===== config.mk =====
export PLATFORM = sky130hd
export DESIGN_NAME = gyro_rate_pid_axis_core
export DESIGN_NICKNAME = d
export VERILOG_FILES = /design/src/rtl/grpid_pkg.sv /design/src/rtl/grpid_ctrl.sv /design/src/rtl/grpid_dpath.sv /design/src/rtl/gyro_rate_pid_axis_core.sv
export SDC_FILE = /design/constraint.sdc
export NUM_CORES = 2
export LEC_CHECK = 0
export BUFFER_PORTS_ARGS = -buffer_cell sky130_fd_sc_hd__buf_2
export CORE_MARGIN = 5
export CORE_UTILIZATION = 60
export DETAILED_ROUTE_END_ITERATION = 10
export GPL_TIMING_DRIVEN = 0
export PLACE_DENSITY = 0.85
export SKIP_CTS_REPAIR_TIMING = 1
export SYNTH_ARGS = -nofsm -noshare
export SYNTH_HDL_FRONTEND = slang
export SYNTH_SLANG_ARGS = --single-unit

===== constraint.sdc =====
create_clock -name aclk -period 13.2 [get_ports aclk]
set_input_delay 0.66 -clock aclk [delete_from_list [all_inputs] [get_ports aclk]]
set_output_delay 0.66 -clock aclk [all_outputs]
set_load 0.005 [all_outputs]

===== src/rtl/grpid_pkg.sv =====
// Shared types, constants and helpers for the gyro rate PID axis core.
`default_nettype none

package grpid_pkg;

    // Configuration register indexes
    localparam logic [2:0] REG_RATE_OFFSET  = 3'd0;
    localparam logic [2:0] REG_INVERT_SIGN  = 3'd1;
    localparam logic [2:0] REG_GAIN_P       = 3'd2;
    localparam logic [2:0] REG_GAIN_I       = 3'd3;
    localparam logic [2:0] REG_GAIN_D       = 3'd4;
    localparam logic [2:0] REG_OUTPUT_LIMIT = 3'd5;

    // Configuration reset values
    localparam logic [15:0] RST_GAIN_P       = 16'd768;
    localparam logic [15:0] RST_GAIN_I       = 16'd5;
    localparam logic [15:0] RST_GAIN_D       = 16'd0;
    localparam logic [9:0]  RST_OUTPUT_LIMIT = 10'd400;

    // Scale and filter coefficients, as multiplier operands
    localparam logic signed [16:0] K_SCALE    = 17'sd1000;
    localparam logic signed [16:0] K_FILT_OLD = 17'sd205;
    localparam logic signed [16:0] K_FILT_NEW = 17'sd51;

    // Datapath step codes issued by the controller
    localparam int OP_W = 4;
    localparam logic [OP_W-1:0] OP_NONE    = 4'd0;
    localparam logic [OP_W-1:0] OP_LOAD    = 4'd1;
    localparam logic [OP_W-1:0] OP_MUL_S   = 4'd2;
    localparam logic [OP_W-1:0] OP_MUL_F   = 4'd3;
    localparam logic [OP_W-1:0] OP_MUL_S51 = 4'd4;
    localparam logic [OP_W-1:0] OP_FILT    = 4'd5;
    localparam logic [OP_W-1:0] OP_ERR     = 4'd6;
    localparam logic [OP_W-1:0] OP_MUL_I   = 4'd7;
    localparam logic [OP_W-1:0] OP_MUL_P   = 4'd8;
    localparam logic [OP_W-1:0] OP_MUL_D   = 4'd9;
    localparam logic [OP_W-1:0] OP_FINISH  = 4'd10;

    typedef struct packed {
        logic [OP_W-1:0] op;
    } grpid_cmd_t;

    typedef struct packed {
        logic out_free;
    } grpid_status_t;

    localparam logic signed [43:0] S32_MAX = 44'sh0007FFFFFFF;
    localparam logic signed [43:0] S32_MIN = 44'shFFF80000000;

    // Saturate a wide intermediate to the signed 32-bit range
    function automatic logic signed [31:0] sat32(input logic signed [43:0] v);
        logic signed [43:0] r;
        begin
            if (v > S32_MAX) begin
                r = S32_MAX;
            end else if (v < S32_MIN) begin
                r = S32_MIN;
            end else begin
                r = v;
            end
            return r[31:0];
        end
    endfunction

endpackage

`default_nettype wire


===== src/rtl/grpid_ctrl.sv =====
// Step sequencer that drives the shared-multiplier datapath.
`default_nettype none

module grpid_ctrl
    import grpid_pkg::*;
(
    input  wire logic          aclk,
    input  wire logic          aresetn,
    input  wire logic          s_valid,
    output logic               s_ready,
    input  wire grpid_status_t status,
    output grpid_cmd_t         cmd
);

    localparam logic [3:0] ST_IDLE    = 4'd0;
    localparam logic [3:0] ST_MUL_S   = 4'd1;
    localparam logic [3:0] ST_MUL_F   = 4'd2;
    localparam logic [3:0] ST_MUL_S51 = 4'd3;
    localparam logic [3:0] ST_FILT    = 4'd4;
    localparam logic [3:0] ST_ERR     = 4'd5;
    localparam logic [3:0] ST_MUL_I   = 4'd6;
    localparam logic [3:0] ST_MUL_P   = 4'd7;
    localparam logic [3:0] ST_MUL_D   = 4'd8;
    localparam logic [3:0] ST_OUT     = 4'd9;

    logic [3:0] state_reg;
    logic [3:0] state_next;

    assign s_ready = (state_reg == ST_IDLE);

    always_comb begin
        state_next = state_reg;
        cmd.op     = OP_NONE;
        case (state_reg)
            ST_IDLE: begin
                if (s_valid) begin
                    cmd.op     = OP_LOAD;
                    state_next = ST_MUL_S;
                end
            end
            ST_MUL_S: begin
                cmd.op     = OP_MUL_S;
                state_next = ST_MUL_F;
            end
            ST_MUL_F: begin
                cmd.op     = OP_MUL_F;
                state_next = ST_MUL_S51;
            end
            ST_MUL_S51: begin
                cmd.op     = OP_MUL_S51;
                state_next = ST_FILT;
            end
            ST_FILT: begin
                cmd.op     = OP_FILT;
                state_next = ST_ERR;
            end
            ST_ERR: begin
                cmd.op     = OP_ERR;
                state_next = ST_MUL_I;
            end
            ST_MUL_I: begin
                cmd.op     = OP_MUL_I;
                state_next = ST_MUL_P;
            end
            ST_MUL_P: begin
                cmd.op     = OP_MUL_P;
                state_next = ST_MUL_D;
            end
            ST_MUL_D: begin
                cmd.op     = OP_MUL_D;
                state_next = ST_OUT;
            end
            ST_OUT: begin
                // hold until the output register can take the result
                if (status.out_free) begin
                    cmd.op     = OP_FINISH;
                    state_next = ST_IDLE;
                end
            end
            default: begin
                state_next = ST_IDLE;
            end
        endcase
    end

    always_ff @(posedge aclk) begin
        if (!aresetn) begin
            state_reg <= ST_IDLE;
        end else begin
            state_reg <= state_next;
        end
    end

    a_accept_starts: assert property (@(posedge aclk) disable iff (!aresetn)
        s_valid && s_ready |=> state_reg == ST_MUL_S)
        else $error("accepted transfer did not start the step sequence");

    a_finish_needs_room: assert property (@(posedge aclk) disable iff (!aresetn)
        cmd.op == OP_FINISH |-> status.out_free)
        else $error("result written while output register occupied");

    a_wait_holds: assert property (@(posedge aclk) disable iff (!aresetn)
        state_reg == ST_OUT && !status.out_free |=> state_reg == ST_OUT)
        else $error("left output step without delivering result");

endmodule

`default_nettype wire


===== src/rtl/grpid_dpath.sv =====
// Datapath: configuration registers, shared multiplier, filter and PID state.
`default_nettype none

module grpid_dpath
    import grpid_pkg::*;
(
    input  wire logic                aclk,
    input  wire logic                aresetn,
    input  wire logic                cfg_wr_en,
    input  wire logic [2:0]          cfg_index,
    input  wire logic [15:0]         cfg_wdata,
    input  wire logic signed [15:0]  s_raw_rate,
    input  wire logic signed [19:0]  s_target_rate,
    input  wire logic                s_clear_memory,
    output logic                     m_valid,
    input  wire logic                m_ready,
    output logic signed [10:0]       m_drive,
    output logic                     m_saturated,
    output logic signed [31:0]       m_filtered_rate,
    input  wire grpid_cmd_t          cmd,
    output grpid_status_t            status
);

    // configuration
    logic signed [15:0] offset_reg;
    logic               invert_reg;
    logic [15:0]        gain_p_reg;
    logic [15:0]        gain_i_reg;
    logic [15:0]        gain_d_reg;
    logic [9:0]         limit_reg;

    // item and work registers
    logic signed [15:0] raw_reg;
    logic signed [19:0] target_reg;
    logic               clear_reg;
    logic signed [49:0] prod_reg;
    logic signed [49:0] prod_next;
    logic signed [43:0] acc_reg;
    logic signed [43:0] acc_next;
    logic signed [19:0] s_reg;
    logic signed [31:0] e_reg;

    // persistent state
    logic signed [31:0] smooth_reg;
    logic signed [31:0] smooth_next;
    logic signed [18:0] integ_reg;
    logic signed [18:0] integ_next;
    logic signed [31:0] prev_reg;
    logic signed [31:0] prev_next;

    // output register
    logic               m_valid_reg;
    logic               m_valid_next;
    logic signed [10:0] drive_reg;
    logic               sat_reg;
    logic signed [31:0] filt_reg;

    logic signed [16:0] diff;
    logic signed [16:0] d_val;
    logic signed [32:0] de;
    logic signed [32:0] mul_a;
    logic signed [16:0] mul_b;
    logic signed [49:0] mul_p;
    logic               mul_en;
    logic signed [49:0] prod_sh;
    logic signed [43:0] ps44;
    logic signed [43:0] lim44;
    logic signed [43:0] nlim44;
    logic signed [43:0] fsum;
    logic signed [31:0] f_new;
    logic signed [31:0] e_new;
    logic signed [43:0] isum;
    logic signed [43:0] i_cl;
    logic signed [43:0] usum;
    logic signed [43:0] u_cl;
    logic               u_sat;

    assign diff  = {raw_reg[15], raw_reg} - {offset_reg[15], offset_reg};
    assign d_val = invert_reg ? -diff : diff;
    assign de    = {e_reg[31], e_reg} - {prev_reg[31], prev_reg};

    // shared multiplier operand select
    always_comb begin
        mul_a  = '0;
        mul_b  = '0;
        mul_en = 1'b1;
        case (cmd.op)
            OP_MUL_S: begin
                mul_a = {{16{d_val[16]}}, d_val};
                mul_b = K_SCALE;
            end
            OP_MUL_F: begin
                mul_a = {smooth_reg[31], smooth_reg};
                mul_b = K_FILT_OLD;
            end
            OP_MUL_S51: begin
                mul_a = {{13{s_reg[19]}}, s_reg};
                mul_b = K_FILT_NEW;
            end
            OP_MUL_I: begin
                mul_a = {e_reg[31], e_reg};
                mul_b = {1'b0, gain_i_reg};
            end
            OP_MUL_P: begin
                mul_a = {e_reg[31], e_reg};
                mul_b = {1'b0, gain_p_reg};
            end
            OP_MUL_D: begin
                mul_a = de;
                mul_b = {1'b0, gain_d_reg};
            end
            default: begin
                mul_en = 1'b0;
            end
        endcase
    end

    assign mul_p     = mul_a * mul_b;
    assign prod_next = mul_en ? mul_p : prod_reg;

    assign prod_sh = prod_reg >>> 8;
    assign ps44    = prod_sh[43:0];
    assign lim44   = {26'd0, limit_reg, 8'd0};
    assign nlim44  = -lim44;

    assign fsum  = (acc_reg + $signed(prod_reg[43:0])) >>> 8;
    assign f_new = sat32(fsum);
    assign e_new = sat32({{12{smooth_reg[31]}}, smooth_reg}
                         - {{24{target_reg[19]}}, target_reg});

    assign isum = {{25{integ_reg[18]}}, integ_reg} + ps44;
    assign usum = acc_reg + ps44;

    always_comb begin
        if (isum > lim44) begin
            i_cl = lim44;
        end else if (isum < nlim44) begin
            i_cl = nlim44;
        end else begin
            i_cl = isum;
        end
        u_sat = 1'b1;
        if (usum > lim44) begin
            u_cl = lim44;
        end else if (usum < nlim44) begin
            u_cl = nlim44;
        end else begin
            u_cl  = usum;
            u_sat = 1'b0;
        end
    end

    // state updates per step
    always_comb begin
        acc_next    = acc_reg;
        smooth_next = smooth_reg;
        integ_next  = integ_reg;
        prev_next   = prev_reg;
        case (cmd.op)
            OP_MUL_S51: begin
                acc_next = prod_reg[43:0];
            end
            OP_FILT: begin
                smooth_next = f_new;
                // clear takes effect before this item's integrator update
                if (clear_reg) begin
                    integ_next = '0;
                    prev_next  = '0;
                end
            end
            OP_MUL_P: begin
                integ_next = i_cl[18:0];
            end
            OP_MUL_D: begin
                acc_next = {{25{integ_reg[18]}}, integ_reg} + ps44;
            end
            OP_FINISH: begin
                prev_next = e_reg;
            end
            default: begin
                acc_next = acc_reg;
            end
        endcase
    end

    assign status.out_free = !m_valid_reg || m_ready;

    always_comb begin
        m_valid_next = m_valid_reg && !m_ready;
        if (cmd.op == OP_FINISH) begin
            m_valid_next = 1'b1;
        end
    end

    always_ff @(posedge aclk) begin
        if (!aresetn) begin
            offset_reg  <= '0;
            invert_reg  <= 1'b0;
            gain_p_reg  <= RST_GAIN_P;
            gain_i_reg  <= RST_GAIN_I;
            gain_d_reg  <= RST_GAIN_D;
            limit_reg   <= RST_OUTPUT_LIMIT;
            smooth_reg  <= '0;
            integ_reg   <= '0;
            prev_reg    <= '0;
            m_valid_reg <= 1'b0;
        end else begin
            if (cfg_wr_en) begin
                case (cfg_index)
                    REG_RATE_OFFSET:  offset_reg <= cfg_wdata;
                    REG_INVERT_SIGN:  invert_reg <= cfg_wdata[0];
                    REG_GAIN_P:       gain_p_reg <= cfg_wdata;
                    REG_GAIN_I:       gain_i_reg <= cfg_wdata;
                    REG_GAIN_D:       gain_d_reg <= cfg_wdata;
                    REG_OUTPUT_LIMIT: limit_reg  <= cfg_wdata[9:0];
                    default: begin
                        // drop writes to unknown indexes
                    end
                endcase
            end
            smooth_reg  <= smooth_next;
            integ_reg   <= integ_next;
            prev_reg    <= prev_next;
            m_valid_reg <= m_valid_next;
        end
    end

    always_ff @(posedge aclk) begin
        prod_reg <= prod_next;
        acc_reg  <= acc_next;
        if (cmd.op == OP_LOAD) begin
            raw_reg    <= s_raw_rate;
            target_reg <= s_target_rate;
            clear_reg  <= s_clear_memory;
        end
        if (cmd.op == OP_MUL_F) begin
            s_reg <= prod_reg[26:7];
        end
        if (cmd.op == OP_ERR) begin
            e_reg <= e_new;
        end
        if (cmd.op == OP_FINISH) begin
            drive_reg <= u_cl[18:8];
            sat_reg   <= u_sat;
            filt_reg  <= smooth_reg;
        end
    end

    assign m_valid         = m_valid_reg;
    assign m_drive         = drive_reg;
    assign m_saturated     = sat_reg;
    assign m_filtered_rate = filt_reg;

    a_finish_sets_valid: assert property (@(posedge aclk) disable iff (!aresetn)
        cmd.op == OP_FINISH |=> m_valid)
        else $error("finished result not presented");

    a_sat_at_limit: assert property (@(posedge aclk) disable iff (!aresetn)
        m_valid && m_saturated |->
            (m_drive == $signed({1'b0, limit_reg}))
            || (m_drive == -$signed({1'b0, limit_reg})))
        else $error("saturated result not at the output limit");

    a_clear_zeroes: assert property (@(posedge aclk) disable iff (!aresetn)
        cmd.op == OP_FILT && clear_reg |=> integ_reg == '0 && prev_reg == '0)
        else $error("clear did not zero integrator and last error");

endmodule

`default_nettype wire


===== src/rtl/gyro_rate_pid_axis_core.sv =====
// Top level: one gyro rate axis with offset, scaling, low-pass filter and PID.
//
//  Channel  Direction  Handshake                 Payload
//  s_       in         s_valid / s_ready         s_raw_rate, s_target_rate, s_clear_memory
//  m_       out        m_valid / m_ready         m_drive, m_saturated, m_filtered_rate
//  cfg_     in         cfg_wr_en (no wait)       cfg_index, cfg_wdata
//
// Each item is accepted and then runs nine steps through a single
// shared 33x17 multiplier and its product register; the last step writes its
// result to the output register.
// The next item is accepted in the cycle after the result is written, even while
// that result still waits in the output register; a stalled m_ready holds the
// next item in its last step. Reset is synchronous and active low; it restores
// register defaults and zeroes the filter, integrator and last error.
`default_nettype none

module gyro_rate_pid_axis_core
    import grpid_pkg::*;
(
    input  wire logic                aclk,
    input  wire logic                aresetn,
    input  wire logic                cfg_wr_en,
    input  wire logic [2:0]          cfg_index,
    input  wire logic [15:0]         cfg_wdata,
    input  wire logic                s_valid,
    output logic                     s_ready,
    input  wire logic signed [15:0]  s_raw_rate,
    input  wire logic signed [19:0]  s_target_rate,
    input  wire logic                s_clear_memory,
    output logic                     m_valid,
    input  wire logic                m_ready,
    output logic signed [10:0]       m_drive,
    output logic                     m_saturated,
    output logic signed [31:0]       m_filtered_rate
);

    grpid_cmd_t    cmd;
    grpid_status_t status;

    grpid_ctrl u_ctrl (
        .aclk    (aclk),
        .aresetn (aresetn),
        .s_valid (s_valid),
        .s_ready (s_ready),
        .status  (status),
        .cmd     (cmd)
    );

    grpid_dpath u_dpath (
        .aclk            (aclk),
        .aresetn         (aresetn),
        .cfg_wr_en       (cfg_wr_en),
        .cfg_index       (cfg_index),
        .cfg_wdata       (cfg_wdata),
        .s_raw_rate      (s_raw_rate),
        .s_target_rate   (s_target_rate),
        .s_clear_memory  (s_clear_memory),
        .m_valid         (m_valid),
        .m_ready         (m_ready),
        .m_drive         (m_drive),
        .m_saturated     (m_saturated),
        .m_filtered_rate (m_filtered_rate),
        .cmd             (cmd),
        .status          (status)
    );

endmodule

`default_nettype wire


==> qor.csv <==
metric,value,unit
min Tclk post-route,12.41,ns
final setup vio count,0,
Syn Inst Count,5369,
vias in the first global route,41600,
PortBufs,105,
Synthesis Warnings,0,
P_leak,22.8,nW
Critical-path top delay cell,o21ai_0,
Hold Path Class,in2reg,
max reg flops,50,
fill count,6403,
RSZ-0062 raised after global routing,no,
overall routed net length,166000,um
worst vdd ir,0.0921,mV
WHS,0.229,ns
number of buffers created by CTS,46,
Post-synth EDFFs,227,
All-Layer GR Usage,39.6,%
largest net degree at the start of global routing,34,
measured slew at the worst slew-check pin,1.49,ns
boundary pin count,107,
Synth Net Count,6360,
clock root cell,clkbuf_16,
Yosys reg bits,390,
DP HPWL,133000,um
DRT antenna net count,0,
share of cells above drive strength 1,5.30,%
critical path class,reg2reg,
DRT Pass-1 Iters,6,
initial antenna violation count,13,
final hold violations,0,
crit-path max FO,10,
outcome,"complete, no violations",
Mean Syn Cell Area,8.71,sq um
clock tree buffer depth,3,
Max Cap Violations,0,
Synth Flop Type,edfxtp_1,
setup_tns,0,ns
CP Data Required Time,13.53,ns
core footprint,77300,sq um
clock-pin slew on the worst setup and hold paths,0.06,ns
relative slew slack,0.680,%
Worst-Skew Late Latency,0.61,ns
fin util,65.2,%
Vias,42300,
pre-CTS setup slack,1.45,ns
first-iteration detailed-routing DRC count,5511,
Synth Cell Area,46800,sq um
Chip Width,289,um
Area Overhead vs Synth,7.85,%
Num Clock Sinks,390,
multi-input logic area,33100,sq um
Vias/cell,6.39,
Initial Util,60.5,%
Clock Skews,0.0262,ns
Seq. cell area,10100,sq um
FP Rows,102,
first-pass GRT wire length,250000,um
sequential area share after synthesis,21.5,%
WL/cell,25.1,um
nets@finish,6525,
CTS tree,built,
Max stage delay on crit path,0.95,ns
critical path's most frequent cell,fa_1,
Max Clk Rate,80.6,MHz
fraction of registers with async set/reset,0,%
Final Wtd Congestion,1.05,
worst setup margin,0.794,ns
# DRC,0,
CTS H-tree lvls,2,
die area,83700,sq um
Die Y,289,um
Worst setup EP type,register,
Cell Pwr Density,104,nW/um^2
critical path launch point type,register,
Netlist cell types,104,
grt ovf,0,
Final Max Slew Viols,0,
Final Cycle Share,94.0,%
critical path arrival,12.74,ns
cell families (layout without fill, tap and decap cells):
family | count (synthesis) | after routing | share of synthesized area [%]
other | 0 | 12 | 0
AND/OR/NAND/NOR | 1635 | 1635 | 15.7
buffers and inverters | 968 | 1169 | 7.86
adder cells (fa/ha/maj) | 940 | 940 | 33.2
XOR/XNOR | 236 | 236 | 4.42
multiplexers | 42 | 42 | 0.947
flip-flops | 390 | 390 | 21.5
AO/OA/AOI/OAI | 1158 | 1158 | 16.3
layout make-up:
cell class / instances / area share [%]
Clock buffer: 54 / 2.43
Buffer: 212 / 1.67
Sequential cell: 390 / 20.0
Antenna cell: 12 / 0.0595
Inverter: 756 / 5.62
Tap cell: 1040 / 2.58
Clock inverter: 30 / 0.756
Timing Repair Buffer: 117 / 1.35
Multi-Input combinational cell: 4011 / 65.6
critical path: cells and delay by family, from the launching register on:
| family | cells | cell delay [ns] |
|---|---|---|
| buffers and inverters | 7 | 2.70 |
| AOI/OAI and AO/OA | 7 | 3.31 |
| adders and majority gates | 7 | 3.58 |
| and+or+nand+nor | 7 | 2.08 |
| DFF | 1 | 0.29 |
| xor gates and xnor gates | 1 | 0.16 |
layout by cell type, fill, tap and decap left out, drive strengths merged, types with 18 or more instances in the layout:
master and instances:
ha 422, xor2 85, or2 24, a22oi 46, dfxtp 163, a222oi 21
o22ai 18, and2 47, clkbuf 242, nand4 50, inv 765, edfxtp 227
nor4 18, fa 508, and3 37, nor3 59, buf 140, nor2 402
mux2i 27, xnor2 151, o21a 46, a21oi 348, a21o 133, a211oi 38
a31oi 29, o211ai 35, or3 29, nor2b 42, o21bai 31, nand3 72
o21ai 232, nand2b 50, nand2 745
power breakdown:
group / switching [mW] / leakage (nW) / internal, mW
combinational: 1.49 / 18.6 / 0.794
clock: 0.583 / 0.791 / 0.795
sequential: 0.190 / 3.41 / 1.42
stage by stage:
stage	instances	total power [mW]	instance area, sq um
6_report	6622	5.27	50500
5_1_grt	6610	5.51	50400
4_1_cts	6608	5.17	50400
3_5_place_dp	6524	3.80	48800
3_3_place_gp	6514	3.75	48600
2_1_floorplan	5369	3.04	46800
cell usage after synthesis (all sizes together), types with 37 or more instances:
library cell | number | area [sq um]
a211oi | 38 | 320
a21o | 133 | 998
a21oi | 348 | 1750
a22oi | 46 | 345
and2 | 47 | 294
and3 | 37 | 231
clkbuf | 188 | 706
dfxtp | 163 | 3260
edfxtp | 227 | 6820
fa | 508 | 10200
ha | 422 | 5280
inv | 756 | 2840
nand2 | 745 | 2800
nand2b | 50 | 313
nand3 | 72 | 365
nand4 | 50 | 313
nor2 | 402 | 1510
nor2b | 42 | 263
nor3 | 59 | 295
o21a | 46 | 353
o21ai | 232 | 1160
xnor2 | 151 | 1320
xor2 | 85 | 744
layer usage:
layer	track usage (%)	share of wire, %
met1	51.6	37
met2	57.3	41
met3	14.7	15
met4	21.8	7.0
met5	0	0.064
worst paths after layout:
kind	from	to	slack, ns	depth (start not counted)
setup / recovery	u_ctrl.state_reg[2]$_SDFFE_PN0P_	u_dpath.prod_reg[40]$_DFFE_PP_	0.79	29
hold / removal	s_raw_rate[11]	u_dpath.raw_reg[11]$_DFFE_PN_	0.23	1
setup reg to reg	u_ctrl.state_reg[2]$_SDFFE_PN0P_	u_dpath.prod_reg[40]$_DFFE_PP_	0.79	29
hold reg to reg	u_dpath.gain_i_reg[5]$_SDFFE_PN0P_	u_dpath.gain_i_reg[5]$_SDFFE_PN0P_	0.46	2
No activity file was read; power rests on OpenSTA's default activity.
